### src/hdl/mpl_pkg.sv
// Shared types and codes of the mesh peering link block.
// No dependencies; the top level, mpl_ctrl and mpl_dpath import this package.
`timescale 1ns / 1ps
`default_nettype none
package mpl_pkg;

  localparam int PeerEntriesDef = 16;

  // link states
  localparam logic [2:0] ST_LISTEN   = 3'd0;
  localparam logic [2:0] ST_OPN_SNT  = 3'd1;
  localparam logic [2:0] ST_OPN_RCVD = 3'd2;
  localparam logic [2:0] ST_CNF_RCVD = 3'd3;
  localparam logic [2:0] ST_ESTAB    = 3'd4;
  localparam logic [2:0] ST_HOLDING  = 3'd5;
  localparam logic [2:0] ST_BLOCKED  = 3'd6;

  // events
  localparam logic [3:0] EV_NONE     = 4'd0;
  localparam logic [3:0] EV_OPN_ACPT = 4'd1;
  localparam logic [3:0] EV_OPN_RJCT = 4'd2;
  localparam logic [3:0] EV_OPN_IGNR = 4'd3;
  localparam logic [3:0] EV_CNF_ACPT = 4'd4;
  localparam logic [3:0] EV_CNF_RJCT = 4'd5;
  localparam logic [3:0] EV_CNF_IGNR = 4'd6;
  localparam logic [3:0] EV_CLS_ACPT = 4'd7;
  localparam logic [3:0] EV_CLS_IGNR = 4'd8;

  // frame actions
  localparam logic [1:0] ACT_NONE    = 2'd0;
  localparam logic [1:0] ACT_OPEN    = 2'd1;
  localparam logic [1:0] ACT_CONFIRM = 2'd2;
  localparam logic [1:0] ACT_CLOSE   = 2'd3;

  // operations
  localparam logic OP_FRAME  = 1'b0;
  localparam logic OP_BEACON = 1'b1;

  // one peer table entry as stored in the RAM
  typedef struct packed {
    logic [47:0] addr;
    logic [2:0]  link_state;
    logic [15:0] local_id;
    logic [15:0] peer_id;
    logic        close_reason;
  } entry_t;

  // controller to datapath
  typedef struct packed {
    logic load;
    logic scan_proc;
    logic id_proc;
    logic eval;
    logic apply;
    logic out_sel;
  } cmd_t;

  // datapath to controller
  typedef struct packed {
    logic need_id;
    logic two_tx;
  } status_t;

endpackage
`default_nettype wire

### src/hdl/mpl_if.sv
// Valid/ready channel interfaces for input and result words.
// No dependencies.
`timescale 1ns / 1ps
`default_nettype none
interface mpl_in_if;
  logic        valid;
  logic        ready;
  logic        operation;
  logic [1:0]  frame_action;
  logic [47:0] peer_addr;
  logic [15:0] rx_peer_link_id;
  logic [15:0] rx_echoed_link_id;
  logic        profile_match;
  logic        dest_multicast;
  logic [15:0] random_link_id;
  modport source (output valid, operation, frame_action, peer_addr, rx_peer_link_id,
                  rx_echoed_link_id, profile_match, dest_multicast, random_link_id,
                  input ready);
  modport sink (input valid, operation, frame_action, peer_addr, rx_peer_link_id,
                rx_echoed_link_id, profile_match, dest_multicast, random_link_id,
                output ready);
endinterface

interface mpl_out_if;
  logic        valid;
  logic        ready;
  logic        tx_valid;
  logic [1:0]  tx_action;
  logic [47:0] tx_dest;
  logic [15:0] tx_local_link_id;
  logic [15:0] tx_peer_link_id;
  logic [15:0] tx_sequence;
  logic [3:0]  event_code;
  logic [2:0]  link_state_out;
  logic        table_full;
  logic        last;
  modport source (output valid, tx_valid, tx_action, tx_dest, tx_local_link_id,
                  tx_peer_link_id, tx_sequence, event_code, link_state_out, table_full,
                  last, input ready);
  modport sink (input valid, tx_valid, tx_action, tx_dest, tx_local_link_id,
                tx_peer_link_id, tx_sequence, event_code, link_state_out, table_full,
                last, output ready);
endinterface
`default_nettype wire

### src/hdl/mesh_peering_link_fsm.sv
// Top level of the mesh peering link block: sequencer plus datapath.
// Depends on mpl_pkg, mpl_if, mpl_ctrl, mpl_dpath (and mpl_ram below it).
//
//   channel  dir  word
//   rx       in   received peering frame or neighbour beacon
//   tx       out  one to two result words, last marks the final one
//
// Each item runs a lookup scan of the table RAM (one entry per cycle), then,
// when a fresh link id is needed, an id scan of the same kind, and then
// delivers its one or two result words.
// Synchronous reset clears the used bits and the frame sequence counter.
// A stalled result word holds; no new item is taken until all words leave.
`timescale 1ns / 1ps
`default_nettype none
module mesh_peering_link_fsm import mpl_pkg::*; #(
  parameter int PEER_ENTRIES = PeerEntriesDef
) (
  input wire logic  clk,
  input wire logic  rst,
  mpl_in_if.sink    rx,
  mpl_out_if.source tx
);

  localparam int IDXW = (PEER_ENTRIES > 1) ? $clog2(PEER_ENTRIES) : 1;

  cmd_t            cmd;
  status_t         status;
  logic [IDXW-1:0] raddr;

  mpl_ctrl #(.PEER_ENTRIES(PEER_ENTRIES)) u_ctrl (
    .clk       (clk),
    .rst       (rst),
    .in_valid  (rx.valid),
    .in_ready  (rx.ready),
    .out_valid (tx.valid),
    .out_ready (tx.ready),
    .status    (status),
    .cmd       (cmd),
    .raddr     (raddr)
  );

  mpl_dpath #(.PEER_ENTRIES(PEER_ENTRIES)) u_dpath (
    .clk    (clk),
    .rst    (rst),
    .cmd    (cmd),
    .raddr  (raddr),
    .status (status),
    .rx     (rx),
    .tx     (tx)
  );

endmodule
`default_nettype wire

### src/hdl/mpl_ram.sv
// Generic single-write, single-read RAM with registered read data.
// No dependencies.
`timescale 1ns / 1ps
`default_nettype none
module mpl_ram #(
  parameter int WIDTH = 8,
  parameter int DEPTH = 16,
  localparam int AW = (DEPTH > 1) ? $clog2(DEPTH) : 1
) (
  input  wire logic             clk,
  input  wire logic             we,
  input  wire logic [AW-1:0]    waddr,
  input  wire logic [WIDTH-1:0] wdata,
  input  wire logic [AW-1:0]    raddr,
  output logic      [WIDTH-1:0] rdata
);

  logic [WIDTH-1:0] mem [DEPTH];

  // write and registered read
  always_ff @(posedge clk) begin
    if (we) begin
      mem[waddr] <= wdata;
    end
    rdata <= mem[raddr];
  end

endmodule
`default_nettype wire

### src/hdl/mpl_ctrl.sv
// Sequencer of the peering block: scan, evaluate, id scan, apply, deliver.
// Depends on mpl_pkg only.
`timescale 1ns / 1ps
`default_nettype none
module mpl_ctrl import mpl_pkg::*; #(
  parameter int PEER_ENTRIES = PeerEntriesDef,
  localparam int IDXW = (PEER_ENTRIES > 1) ? $clog2(PEER_ENTRIES) : 1,
  localparam int CW = $clog2(PEER_ENTRIES + 1)
) (
  input  wire logic            clk,
  input  wire logic            rst,
  input  wire logic            in_valid,
  output logic                 in_ready,
  output logic                 out_valid,
  input  wire logic            out_ready,
  input  wire status_t         status,
  output cmd_t                 cmd,
  output logic      [IDXW-1:0] raddr
);

  typedef enum logic [6:0] {
    S_IDLE   = 7'b0000001,
    S_SCAN   = 7'b0000010,
    S_EVAL   = 7'b0000100,
    S_IDSCAN = 7'b0001000,
    S_APPLY  = 7'b0010000,
    S_OUT0   = 7'b0100000,
    S_OUT1   = 7'b1000000
  } state_t;

  localparam logic [CW-1:0] LastCnt = CW'(PEER_ENTRIES);

  state_t        state, state_next;
  logic [CW-1:0] cnt, cnt_next;

  // next state and counter
  always_comb begin
    state_next = state;
    cnt_next   = cnt;
    case (state)
      S_IDLE: begin
        cnt_next = '0;
        if (in_valid) state_next = S_SCAN;
      end
      S_SCAN: begin
        cnt_next = cnt + 1'b1;
        if (cnt == LastCnt) state_next = S_EVAL;
      end
      S_EVAL: begin
        cnt_next = '0;
        state_next = status.need_id ? S_IDSCAN : S_APPLY;
      end
      S_IDSCAN: begin
        cnt_next = cnt + 1'b1;
        if (cnt == LastCnt) state_next = S_APPLY;
      end
      S_APPLY: state_next = S_OUT0;
      S_OUT0: begin
        if (out_ready) state_next = status.two_tx ? S_OUT1 : S_IDLE;
      end
      S_OUT1: begin
        if (out_ready) state_next = S_IDLE;
      end
      default: state_next = S_IDLE;
    endcase
  end

  always_ff @(posedge clk) begin
    if (rst) begin
      state <= S_IDLE;
      cnt   <= '0;
    end else begin
      state <= state_next;
      cnt   <= cnt_next;
    end
  end

  // drive handshake and datapath commands
  always_comb begin
    in_ready      = (state == S_IDLE);
    out_valid     = (state == S_OUT0) || (state == S_OUT1);
    cmd.load      = in_valid && (state == S_IDLE);
    cmd.scan_proc = (state == S_SCAN) && (cnt != '0);
    cmd.id_proc   = (state == S_IDSCAN) && (cnt != '0);
    cmd.eval      = (state == S_EVAL);
    cmd.apply     = (state == S_APPLY);
    cmd.out_sel   = (state == S_OUT1);
    raddr         = cnt[IDXW-1:0];
  end

endmodule
`default_nettype wire

### src/hdl/mpl_dpath.sv
// Datapath: peer table RAM, used bits, event classification and link update.
// Depends on mpl_pkg, mpl_ram and the channel interfaces in mpl_if.
`timescale 1ns / 1ps
`default_nettype none
module mpl_dpath import mpl_pkg::*; #(
  parameter int PEER_ENTRIES = PeerEntriesDef,
  localparam int IDXW = (PEER_ENTRIES > 1) ? $clog2(PEER_ENTRIES) : 1,
  localparam int ZW = $clog2(PEER_ENTRIES + 2)
) (
  input  wire logic            clk,
  input  wire logic            rst,
  input  wire cmd_t            cmd,
  input  wire logic [IDXW-1:0] raddr,
  output status_t              status,
  mpl_in_if.sink               rx,
  mpl_out_if.source            tx
);

  // latched input word
  logic        op, match, mcast;
  logic [1:0]  fa;
  logic [47:0] addr;
  logic [15:0] plid, echo, rnd;

  logic [PEER_ENTRIES-1:0] used;
  logic [15:0]             seq;
  logic                    full, hit, ffound, exists;
  logic [IDXW-1:0]         hidx, fidx, ridx;
  entry_t                  w, rdata, w_upd;
  logic [3:0]              ev;
  logic [PEER_ENTRIES:0]   mask;
  logic                    two_tx, one_tx;
  logic [1:0]              act0;
  logic [15:0]             lid0, pid0, lid1, pid1, seq0, seq1;
  logic [2:0]              state_out;

  logic [$bits(entry_t)-1:0] rdata_raw;
  logic                      ram_we;

  mpl_ram #(.WIDTH($bits(entry_t)), .DEPTH(PEER_ENTRIES)) u_ram (
    .clk   (clk),
    .we    (ram_we),
    .waddr (hidx),
    .wdata (w_upd),
    .raddr (raddr),
    .rdata (rdata_raw)
  );
  assign rdata = entry_t'(rdata_raw);

  // classify the received frame
  logic       op0_valid;
  logic [15:0] llid;
  logic [3:0] ev_c;
  always_comb begin
    op0_valid = (op == OP_FRAME) && !mcast && (fa != 2'd0);
    llid = (fa == ACT_CONFIRM) ? echo : 16'd0;
    if (!match && !hit) ev_c = EV_OPN_RJCT;
    else if (!hit) ev_c = (fa != ACT_OPEN || full) ? EV_NONE : EV_OPN_ACPT;
    else if (w.link_state == ST_BLOCKED) ev_c = EV_NONE;
    else if (fa == ACT_OPEN) begin
      if (!match) ev_c = EV_OPN_RJCT;
      else if (full || (w.peer_id != 16'd0 && w.peer_id != plid)) ev_c = EV_OPN_IGNR;
      else ev_c = EV_OPN_ACPT;
    end else if (fa == ACT_CONFIRM) begin
      if (!match) ev_c = EV_CNF_RJCT;
      else if (full || w.local_id != llid ||
               (w.peer_id != 16'd0 && w.peer_id != plid)) ev_c = EV_CNF_IGNR;
      else ev_c = EV_CNF_ACPT;
    end else if (w.link_state == ST_ESTAB) ev_c = EV_CLS_ACPT;
    else if (w.peer_id != plid) ev_c = EV_CLS_IGNR;
    else if (w.local_id != 16'd0 && w.local_id != llid) ev_c = EV_CLS_IGNR;
    else ev_c = EV_CLS_ACPT;
    if (!op0_valid) ev_c = EV_NONE;
  end

  // allocate and take the peer id during evaluation
  logic   exists_c, alloc_c, need_id_c;
  entry_t w_eval;
  always_comb begin
    if (op == OP_BEACON) exists_c = hit || !full;
    else exists_c = hit || (ev_c == EV_OPN_ACPT);
    alloc_c = exists_c && !hit;
    w_eval = w;
    if (alloc_c) begin
      w_eval = '{addr: addr, link_state: ST_LISTEN, local_id: 16'd0,
                 peer_id: 16'd0, close_reason: 1'b0};
    end
    if (ev_c == EV_OPN_ACPT) w_eval.peer_id = plid;
    if (ev_c == EV_CNF_ACPT && w_eval.peer_id == 16'd0) w_eval.peer_id = plid;
    need_id_c = exists_c && (w_eval.link_state == ST_LISTEN) &&
                ((op == OP_BEACON) || (ev_c == EV_OPN_ACPT));
  end
  assign status.need_id = need_id_c;
  assign status.two_tx  = two_tx;

  // first free id at or above the candidate
  logic [ZW-1:0] zpos;
  logic [15:0]   new_id;
  always_comb begin
    zpos = ZW'(PEER_ENTRIES + 1);
    for (int j = PEER_ENTRIES; j >= 0; j--) begin
      if (!mask[j]) zpos = ZW'(j);
    end
    new_id = rnd + 16'(zpos);
  end

  // id scan offset of the entry being read
  logic        self_k, inuse_k;
  logic [15:0] dist_k;
  always_comb begin
    self_k  = exists && (ridx == hidx);
    inuse_k = self_k || used[ridx];
    dist_k  = (self_k ? w.local_id : rdata.local_id) - rnd;
  end

  // link state machine step
  logic [1:0] act_c;
  logic       rej_or_cls;
  logic       two_c;
  always_comb begin
    w_upd = w;
    act_c = ACT_NONE;
    rej_or_cls = (ev == EV_OPN_RJCT) || (ev == EV_CNF_RJCT) || (ev == EV_CLS_ACPT);
    if (op == OP_BEACON) begin
      if (exists && w.link_state == ST_LISTEN) begin
        w_upd.local_id = new_id;
        w_upd.link_state = ST_OPN_SNT;
        act_c = ACT_OPEN;
      end
    end else if (!exists) begin
      if (ev == EV_OPN_RJCT) act_c = ACT_CLOSE;
    end else begin
      case (w.link_state)
        ST_LISTEN: begin
          if (ev == EV_CLS_ACPT) begin
            w_upd.link_state = ST_LISTEN;
            w_upd.local_id = 16'd0;
            w_upd.peer_id = 16'd0;
            w_upd.close_reason = 1'b0;
          end else if (ev == EV_OPN_ACPT) begin
            w_upd.link_state = ST_OPN_RCVD;
            w_upd.local_id = new_id;
            act_c = ACT_OPEN;
          end
        end
        ST_OPN_SNT, ST_OPN_RCVD, ST_CNF_RCVD: begin
          if (rej_or_cls) begin
            w_upd.link_state = ST_HOLDING;
            w_upd.close_reason = (ev != EV_CLS_ACPT);
            act_c = ACT_CLOSE;
          end else if (ev == EV_OPN_ACPT) begin
            act_c = ACT_CONFIRM;
            if (w.link_state == ST_OPN_SNT) w_upd.link_state = ST_OPN_RCVD;
            if (w.link_state == ST_CNF_RCVD) w_upd.link_state = ST_ESTAB;
          end else if (ev == EV_CNF_ACPT) begin
            if (w.link_state == ST_OPN_SNT) w_upd.link_state = ST_CNF_RCVD;
            if (w.link_state == ST_OPN_RCVD) w_upd.link_state = ST_ESTAB;
          end
        end
        ST_ESTAB: begin
          if (ev == EV_CLS_ACPT) begin
            w_upd.link_state = ST_HOLDING;
            w_upd.close_reason = 1'b0;
            act_c = ACT_CLOSE;
          end else if (ev == EV_OPN_ACPT) begin
            act_c = ACT_CONFIRM;
          end
        end
        ST_HOLDING: begin
          if (ev == EV_CLS_ACPT) begin
            w_upd.link_state = ST_LISTEN;
            w_upd.local_id = 16'd0;
            w_upd.peer_id = 16'd0;
            w_upd.close_reason = 1'b0;
          end else if (ev == EV_OPN_ACPT || ev == EV_CNF_ACPT ||
                       ev == EV_OPN_RJCT || ev == EV_CNF_RJCT) begin
            act_c = ACT_CLOSE;
          end
        end
        default: ;
      endcase
    end
    // an open answering a frame is followed by a confirm; a beacon open is not
    two_c = (act_c == ACT_OPEN) && (op == OP_FRAME);
  end
  assign ram_we = cmd.apply && exists;

  // used bits and sequence counter
  always_ff @(posedge clk) begin
    if (rst) begin
      used <= '0;
      seq  <= '0;
    end else if (cmd.apply) begin
      if (exists) used[hidx] <= 1'b1;
      if (two_c) seq <= seq + 16'd2;
      else if (act_c != ACT_NONE) seq <= seq + 16'd1;
    end
  end

  // payload registers
  always_ff @(posedge clk) begin
    ridx <= raddr;
    if (cmd.load) begin
      op     <= rx.operation;
      fa     <= rx.frame_action;
      addr   <= rx.peer_addr;
      plid   <= rx.rx_peer_link_id;
      echo   <= rx.rx_echoed_link_id;
      match  <= rx.profile_match;
      mcast  <= rx.dest_multicast;
      rnd    <= rx.random_link_id;
      full   <= &used;
      hit    <= 1'b0;
      ffound <= 1'b0;
    end
    // lookup and free search
    if (cmd.scan_proc) begin
      if (!hit && used[ridx] && rdata.addr == addr) begin
        hit  <= 1'b1;
        hidx <= ridx;
        w    <= rdata;
      end
      if (!ffound && !used[ridx]) begin
        ffound <= 1'b1;
        fidx   <= ridx;
      end
    end
    if (cmd.eval) begin
      ev     <= ev_c;
      exists <= exists_c;
      w      <= w_eval;
      mask   <= '0;
      if (alloc_c) hidx <= fidx;
    end
    // mark ids in use near the candidate
    if (cmd.id_proc && inuse_k) begin
      for (int j = 0; j <= PEER_ENTRIES; j++) begin
        if (dist_k == 16'(j)) mask[j] <= 1'b1;
      end
    end
    if (cmd.apply) begin
      w         <= w_upd;
      one_tx    <= (act_c != ACT_NONE);
      two_tx    <= two_c;
      act0      <= act_c;
      lid0      <= (op == OP_FRAME && !exists) ? 16'd0 : w_upd.local_id;
      pid0      <= (act_c == ACT_CONFIRM) ? w_upd.peer_id : 16'd0;
      lid1      <= w_upd.local_id;
      pid1      <= w_upd.peer_id;
      seq0      <= seq + 16'd1;
      seq1      <= seq + 16'd2;
      state_out <= exists ? w_upd.link_state : ST_LISTEN;
    end
  end

  // result word
  always_comb begin
    tx.tx_valid         = cmd.out_sel ? 1'b1 : one_tx;
    tx.tx_action        = cmd.out_sel ? ACT_CONFIRM : act0;
    tx.tx_dest          = (cmd.out_sel || one_tx) ? addr : 48'd0;
    tx.tx_local_link_id = cmd.out_sel ? lid1 : (one_tx ? lid0 : 16'd0);
    tx.tx_peer_link_id  = cmd.out_sel ? pid1 : pid0;
    tx.tx_sequence      = cmd.out_sel ? seq1 : (one_tx ? seq0 : 16'd0);
    tx.event_code       = ev;
    tx.link_state_out   = state_out;
    tx.table_full       = full;
    tx.last             = cmd.out_sel || !two_tx;
  end

endmodule
`default_nettype wire
### src/flat_wrapper.sv
// flat-port wrapper written by rule: the top's interface ports become plain ports
module mesh_peering_link_fsm_flat import mpl_pkg::*;
#(
  parameter int PEER_ENTRIES = PeerEntriesDef
)
  (clk, rst, rx_valid, rx_operation, rx_frame_action, rx_peer_addr, rx_rx_peer_link_id, rx_rx_echoed_link_id, rx_profile_match, rx_dest_multicast, rx_random_link_id, rx_ready, tx_valid, tx_tx_valid, tx_tx_action, tx_tx_dest, tx_tx_local_link_id, tx_tx_peer_link_id, tx_tx_sequence, tx_event_code, tx_link_state_out, tx_table_full, tx_last, tx_ready);
  mpl_in_if rx_i ();
  mpl_out_if tx_i ();
  input wire logic clk;
  input wire logic rst;
  input wire logic [$bits(rx_i.valid)-1:0] rx_valid;
  input wire logic [$bits(rx_i.operation)-1:0] rx_operation;
  input wire logic [$bits(rx_i.frame_action)-1:0] rx_frame_action;
  input wire logic [$bits(rx_i.peer_addr)-1:0] rx_peer_addr;
  input wire logic [$bits(rx_i.rx_peer_link_id)-1:0] rx_rx_peer_link_id;
  input wire logic [$bits(rx_i.rx_echoed_link_id)-1:0] rx_rx_echoed_link_id;
  input wire logic [$bits(rx_i.profile_match)-1:0] rx_profile_match;
  input wire logic [$bits(rx_i.dest_multicast)-1:0] rx_dest_multicast;
  input wire logic [$bits(rx_i.random_link_id)-1:0] rx_random_link_id;
  output wire logic [$bits(rx_i.ready)-1:0] rx_ready;
  output wire logic [$bits(tx_i.valid)-1:0] tx_valid;
  output wire logic [$bits(tx_i.tx_valid)-1:0] tx_tx_valid;
  output wire logic [$bits(tx_i.tx_action)-1:0] tx_tx_action;
  output wire logic [$bits(tx_i.tx_dest)-1:0] tx_tx_dest;
  output wire logic [$bits(tx_i.tx_local_link_id)-1:0] tx_tx_local_link_id;
  output wire logic [$bits(tx_i.tx_peer_link_id)-1:0] tx_tx_peer_link_id;
  output wire logic [$bits(tx_i.tx_sequence)-1:0] tx_tx_sequence;
  output wire logic [$bits(tx_i.event_code)-1:0] tx_event_code;
  output wire logic [$bits(tx_i.link_state_out)-1:0] tx_link_state_out;
  output wire logic [$bits(tx_i.table_full)-1:0] tx_table_full;
  output wire logic [$bits(tx_i.last)-1:0] tx_last;
  input wire logic [$bits(tx_i.ready)-1:0] tx_ready;
  assign rx_i.valid = rx_valid;
  assign rx_i.operation = rx_operation;
  assign rx_i.frame_action = rx_frame_action;
  assign rx_i.peer_addr = rx_peer_addr;
  assign rx_i.rx_peer_link_id = rx_rx_peer_link_id;
  assign rx_i.rx_echoed_link_id = rx_rx_echoed_link_id;
  assign rx_i.profile_match = rx_profile_match;
  assign rx_i.dest_multicast = rx_dest_multicast;
  assign rx_i.random_link_id = rx_random_link_id;
  assign rx_ready = rx_i.ready;
  assign tx_valid = tx_i.valid;
  assign tx_tx_valid = tx_i.tx_valid;
  assign tx_tx_action = tx_i.tx_action;
  assign tx_tx_dest = tx_i.tx_dest;
  assign tx_tx_local_link_id = tx_i.tx_local_link_id;
  assign tx_tx_peer_link_id = tx_i.tx_peer_link_id;
  assign tx_tx_sequence = tx_i.tx_sequence;
  assign tx_event_code = tx_i.event_code;
  assign tx_link_state_out = tx_i.link_state_out;
  assign tx_table_full = tx_i.table_full;
  assign tx_last = tx_i.last;
  assign tx_i.ready = tx_ready;
  mesh_peering_link_fsm #(.PEER_ENTRIES(PEER_ENTRIES)) u_core (.clk(clk), .rst(rst), .rx(rx_i), .tx(tx_i));
endmodule
### config.mk
export PLATFORM = sky130hd
export DESIGN_NAME = mesh_peering_link_fsm_flat
export DESIGN_NICKNAME = d
export VERILOG_FILES = /design/src/hdl/mpl_pkg.sv /design/src/hdl/mpl_if.sv /design/src/hdl/mesh_peering_link_fsm.sv /design/src/hdl/mpl_ram.sv /design/src/hdl/mpl_ctrl.sv /design/src/hdl/mpl_dpath.sv /design/src/flat_wrapper.sv
export SDC_FILE = /design/constraint.sdc
export NUM_CORES = 2
export LEC_CHECK = 0
export BUFFER_PORTS_ARGS = -buffer_cell sky130_fd_sc_hd__buf_2
export CAP_MARGIN = 15
export CORE_UTILIZATION = 60
export DETAILED_ROUTE_END_ITERATION = 10
export MAX_ROUTING_LAYER = met4
export PLACE_DENSITY = 0.88
export SLEW_MARGIN = 20
export SYNTH_ARGS = -nofsm -noshare
export SYNTH_HDL_FRONTEND = slang
export SYNTH_SLANG_ARGS = --single-unit
### constraint.sdc
create_clock -name clk -period 19.7 [get_ports clk]
set_input_delay 0.985 -clock clk [delete_from_list [all_inputs] [get_ports clk]]
set_output_delay 0.985 -clock clk [all_outputs]
set_load 0.01 [all_outputs]
---- Yosys cells after proc, flatten, opt, wreduce, memory -nomap -nowiden ----
Memories as Yosys holds them, arrays and structs flattened. A register that Yosys moved wholly into a read port is not among the register bits.
Index checks and enable logic that the tools add are counted.
Widths: inputs -> output; s select.
storage, ports and cells
  register bits ........................... 369
  bits in latches ......................... 0
  RAM bits ................................ 1,344
  memory bits (read-only) ................. 0
  input bits .............................. 105
  output and inout port bits .............. 110
  logic and storage cells ................. 302
  memories kept ........................... 1
memory list
  name                      words  width  rd ports  clocked after Yosys merged registers in  write ports  RTL line       text
  u_core.u_dpath.u_ram.mem  16     84     1         1                                        1            mpl_ram.sv:18  logic [WIDTH-1:0] mem [DEPTH];
cells by class
  $add $sub $neg .......................... 5
  multipliers ............................. 0
  divide/modulo/power cells ............... 0
  $lt $le $gt $ge ......................... 3
  equality and inequality tests ........... 54
  shift operators ......................... 0
  muxes and demuxes ....................... 128
  bitwise gates (word level) .............. 3
  reduce and logical (&&, ||, !) cells .... 72
operators by type and width
  cell                   count
  $mux 84                4
  $mux 16                11
  $eq 16x4->1 const B    8
  $mux 36                3
  $mux 5                 17
  $mux 19                4
  $mux 17                4
  $eq 16x3->1 const B    4
  $pmux 32 s2            1
  $mux 4                 13
  $pmux 7 s7             1
  $eq 48x48->1           1
  $mux 48                1
  $mux 7                 6
  $mux 1                 36
  $eq 16x2->1 const B    2
  $logic_not 16->1       2
  $ne 16x16->1           2
  $reduce_bool 16->1     2
  $mux 2                 13
  $mux 3                 8
  $logic_and 1x1->1      22
  $add 16x1->16 const B  1
  $add 16x2->16 const B  1
  49 further kinds       98

---- Depth between registers and ports, before layout ----
  depth in word-level cells ............... 24
  depth in mapped cells ................... 20
  depth with buffers taken out ............ 20

---- Worst setup path before layout ----
No wires, ideal clock.
  kind .................................... register to register
  start ................................... register u_core.u_ctrl.state[1]
  end ..................................... memory u_core.u_dpath.u_ram.mem[12][10] (netlist name) (enable)
  library setup time ...................... 629 ps
  arrival time ............................ 13,143 ps
  required time ........................... 19,071 ps
  setup slack ............................. 5,928 ps
  stages on the path, launching flop included .. 6
  buffers on the path ..................... 0
  period minus slack after synthesis ...... 13,772 ps
  cell sequence ........................... dfxtp_1 -> nor2_1 -> nand2_1 -> nor4b_2 -> nand4_1 -> nor3_1
on the way
  cells in the longest elaborated chain, start to end .. 4
RTL lines
  what                          RTL line          text
  start: declaration            mpl_ctrl.sv:33    state_t state, state_next;
  start signal: assignment      mpl_ctrl.sv:73    state <= state_next;
  $eq 7x5->1                    mpl_ctrl.sv:86    cmd.apply = (state == S_APPLY);
  $logic_and 1x1->1             mpl_dpath.sv:186  assign ram_we = cmd.apply && exists;
  $mux 1                        mpl_ram.sv:22     if (we) begin
  $mux 1 (not written as such)  mpl_ram.sv:23     mem[waddr] <= wdata;
  end: declaration              mpl_ram.sv:18
Every way passes these cells.

---- Worst setup path in the final report ----
  start ................................... register u_core.u_dpath.fa[1]
  end ..................................... register u_core.u_dpath.w[70] (netlist name) (enable)
on the way
  cells in the longest elaborated chain, start to end .. 19
  elaborated cells on any way between the ends .. 29
  classes of those cells .................. eq/ne (6); mux (14); reduce/logical (9)
RTL lines
  what                                                          RTL line                          text
  start: declaration                                            mpl_dpath.sv:21                   logic [1:0] fa;
  start signal: assignment                                      mpl_dpath.sv:205                  fa <= rx.frame_action;
  $eq 2x2->1                                                    mpl_dpath.sv:56, mpl_dpath.sv:64
  $mux 16                                                       mpl_dpath.sv:56                   llid = (fa == ACT_CONFIRM) ? echo : 16'd0;
  $ne 16x16->1                                                  mpl_dpath.sv:66, mpl_dpath.sv:71
  $logic_and 1x1->1 / $logic_or 1x1->1 (equally long branches)  mpl_dpath.sv:71, mpl_dpath.sv:66
  $mux 4 / $logic_or 1x1->1 (equally long branches)             mpl_dpath.sv:71, mpl_dpath.sv:66
  $mux 4 / $mux 2 (equally long branches)                       mpl_dpath.sv:70, mpl_dpath.sv:66
  $mux 4 / $mux 2 (equally long branches)                       mpl_dpath.sv:69, mpl_dpath.sv:65
  $mux 4                                                        mpl_dpath.sv:64                   end else if (fa == ACT_CONFIRM) begin
  (+3 left out)                                                 -
  $mux 4                                                        mpl_dpath.sv:57                   if (!match && !hit) ev_c = EV_OPN_RJCT;
  $mux 4 (*)                                                    mpl_dpath.sv:73                   if (!op0_valid) ev_c = EV_NONE;
  $eq 4x1->1 (*)                                                mpl_dpath.sv:81                   else exists_c = hit || (ev_c == EV_OPN_ACPT);
  $logic_or 1x1->1 (*)                                          mpl_dpath.sv:81
  $mux 1 (*)                                                    mpl_dpath.sv:80                   if (op == OP_BEACON) exists_c = hit || !full;
  $logic_and 1x1->1 (*)                                         mpl_dpath.sv:82                   alloc_c = exists_c && !hit;
  $ne 2x2->1 (no source line) (*)                               -
  $reduce_and 4->1 (no source line) (*)                         -
  end signal: assignment                                        mpl_dpath.sv:221                  w <= rdata;
  end signal: assignment                                        mpl_dpath.sv:231                  w <= w_eval;
  end signal: assignment                                        mpl_dpath.sv:242                  w <= w_upd;
  end: declaration                                              mpl_dpath.sv:29                   entry_t w, rdata, w_upd;
Mark *: on every way between the ends. The rest lies on a longest branch, timed or not.
A chain may end at the register's enable or synchronous reset.

==> flow_summary.ini <==
[drt]
detail-route-antenna-nets = 0
first_pass_iters = 6
viasPerCell = 6.96
wl_per_cell_um = 33.5
num_vias = 38846
drc_errors = 0
wirelength_mm = 187
drt_iter0_drc = 5555

[cts]
cts-buffers-inserted = 169
cts_sinks = 1779
cts_max_level = 4
root_buffer = clkbuf_16
insertion_delay_ns = 0.84
clock_path_buffers = 3
hold_buffers = 0
post_cts_resized = 0
cts_tree = yes
clkTransAtPathRegs_ns = 0.06
postCtsSetupBuffers = 0

[final_layout]
nNetsFinal = 4048
utilization = 0.685
fillers = 6657
areaGrowthSynthToFinish_pct = 12.5
seqCellArea_um2 = 51900
multi_input_area_um2 = 17300
drive_above_1_share = 0.259

[global_route]
globalRouteOverflowTotal = 0
antenna_found_initial = 4
grt_usage = 0.330
grt_max_degree = 117
grt_pass1_vias = 38794
grt_pass1_wl_mm = 266

[sta]
hold_viol = 0
rsz0062_at_grt = false
slew_headroom = 0.210
fin_worst_skew_ns = 0.0608
fin_tns_setup_ns = 0
hold-worst-slack_ns = 0.329
max_freq_mhz = 200
finalSetupViolCount = 0
finalMaxSlewViolations = 0
finalCritPeriodShare = 0.253
final.min_clock_period_ns = 4.99
worst_pin_slew_ns = 1.18

[power]
p_per_area_nw_per_um2 = 102
p_leak_nw = 25.2
max-vdd-ir-drop_mv = 0.0910

[logic_synthesis]
synth_top_family_by_area = multiplexers
yosys_most_used_dff = edfxtp_1
synth_fa_ha_area_frac = 0.00486
async_flop_share = 0
synth_edf_count = 1625
synth-simple-area-share = 0.0472
synth.largest_area_cell = edfxtp_1
synth_xor_area_frac = 0.0156
synth_fp_nets = 3788
ys_warn_count = 0
yosysSeqAreaShare = 0.740
yosys_register_bits = 1779
yosysTopAreaCellShare = 0.696
syn_area_per_cell_um2 = 19.2
synth_compound_area_frac = 0.0350
synth_area_um2 = 70100
synth_mux_area_frac = 0.142
synth_area_leaders = edfxtp_1 (70%), mux4_2 (14%), dfxtp_1 (4.4%)
syn_inst = 3657
synth_cell_type_count = 88

[floorplanning]
dieArea_um2 = 118000
die_width_um = 344
die_height_um = 344
rows = 124
top_level_ports = 215
start_util = 0.609
coreArea_um2 = 115000

[min_path]
min_from = rx_peer_addr[19]
hp-class = input pin to flip-flop

[worst_setup_path]
critPathLaunch = u_core.u_dpath.fa[1]$_DFFE_PP_
critical_path.max_fanout = 57
r2r-start = u_core.u_dpath.fa[1]$_DFFE_PP_
cp-start-kind = flip-flop
path_class = flip-flop to flip-flop
end_kind = flip-flop
cp.arrival_ns = 5.42
cp_data_required_time_ns = 20.13

[run]
drv_cap = 0

[place]
dp_hpwl_mm = 97.4
place.gp.congestion = 0.921
io_buffers = 214

[status]
status = complete, no violations
-- through the flow --
step                instances  area (um^2)  power, mW  setup WS (ns)
global route             5580        78800       8.21          14.48
global placement         5258        72900       4.63          14.99
detailed placement       5258        72900       4.64          14.83
floorplan                3657        70100       4.51           5.93
CTS                      5577        78800       8.05          14.78
finish                   5580        78800       8.04          14.71
-- registers in the layout (all words and copies together), names as in the netlist, 3 cells and up --
signal / flops
u_core.u_dpath.pid0: 16
u_core.u_dpath.mask: 17
u_core.u_dpath.fidx: 4
u_core.u_dpath.u_ram.mem: 1328
u_core.u_dpath.tx.link_state_out: 3
u_core.u_dpath.seq: 16
u_core.u_dpath.rnd: 16
u_core.u_dpath.hidx: 4
u_core.u_dpath.seq0: 16
u_core.u_dpath.addr: 48
u_core.u_ctrl.state: 7
u_core.u_dpath.lid1: 16
u_core.u_dpath.echo: 16
u_core.u_dpath.lid0: 16
u_core.u_dpath.used: 16
u_core.u_dpath.tx.event_code: 4
u_core.u_dpath.w: 83
u_core.u_ctrl.cnt: 5
u_core.u_dpath.seq1: 16
u_core.u_dpath.pid1: 16
u_core.u_dpath.u_ram.rdata: 83
u_core.u_dpath.ridx: 4
u_core.u_dpath.plid: 16
-- report_power, final --
group	switching [mW]	internal, mW	leakage (nW)	total (mW)
clock	1.49	1.97	2.86	3.47
sequential	0.0617	4.12	15.9	4.18
combinational	0.225	0.169	6.44	0.394
-- cells in the final DEF, fill, tap and decap left out, types with 47 or more instances in the layout --
master     netlist  final
edfxtp_1      1625   1625
mux4_2         420    420
buf_2           10    214
clkbuf_16        0    171
nand2_1        165    165
dfxtp_1        154    150
nor2_1         154    140
o21ai_0         96     96
xnor2_1         78     78
inv_1           78     77
buf_4            2     59
nand3_1         53     53
nor2b_1         53     53
a21oi_1         49     48
xor2_1          47     47
-- worst max-delay path: stages (launching register included) --
cell and delay [ns]:
edfxtp_1 0.61, nor2b_1 0.56, nand4b_1 0.22, a32oi_2 0.25, nand4_2 0.24, o311ai_4 0.53, nand3_4 0.25, a211oi_4 0.25
buf_4 0.70, nand2b_4 0.86
-- final cells by class --
class | instances | share of cell area
Multi-Input combinational cell | 1613 | 0.219
Antenna cell | 3 | 0.0000953
Timing Repair Buffer | 275 | 0.0197
Tap cell | 1512 | 0.0240
Clock inverter | 91 | 0.0155
Clock buffer | 228 | 0.0590
Inverter | 79 | 0.00383
Sequential cell | 1779 | 0.659
-- Yosys cell counts, types with 24 or more instances --
library cell  count
xnor2_1          78
buf_1            44
clkbuf_1        121
a21oi_1          49
o31ai_1          25
mux2_2           32
nor3_1           32
nand2_1         165
a22o_1           44
mux4_2          420
nor2b_1          53
edfxtp_1       1625
o21ai_0          96
nor2_1          154
and2_1           26
ha_1             24
nand4_1          33
nand3_1          53
dfxtp_1         154
xor2_1           47
inv_1            78
-- logic make-up after synthesis --
logic type,count (synthesis)
buf+inv,265
mux,462
fa+ha+maj,26
simple gates,645
flops,1779
compound gates,355
xor+xnor,125
-- worst paths after layout --
path,slack (ns),endpoint,depth (start not counted)
worst max-delay path,14.71,u_core.u_dpath.w[70]$_DFFE_PP_,9
worst min-delay path,0.33,u_core.u_dpath.addr[19]$_DFFE_PP_,1
worst max register to register,14.71,u_core.u_dpath.w[70]$_DFFE_PP_,9
worst min register to register,0.44,u_core.u_dpath.mask[16]$_DFF_P_,2
-- routing by layer --
metal	track usage	routed length [um]	vias up
met3	0.0600	19900	640
li1	-	-	15290
met4	0.158	9890	0
met1	0.403	63000	19653
met5	-	0	-
met2	0.536	94100	3263
No activity file was read; power rests on OpenSTA's default activity.
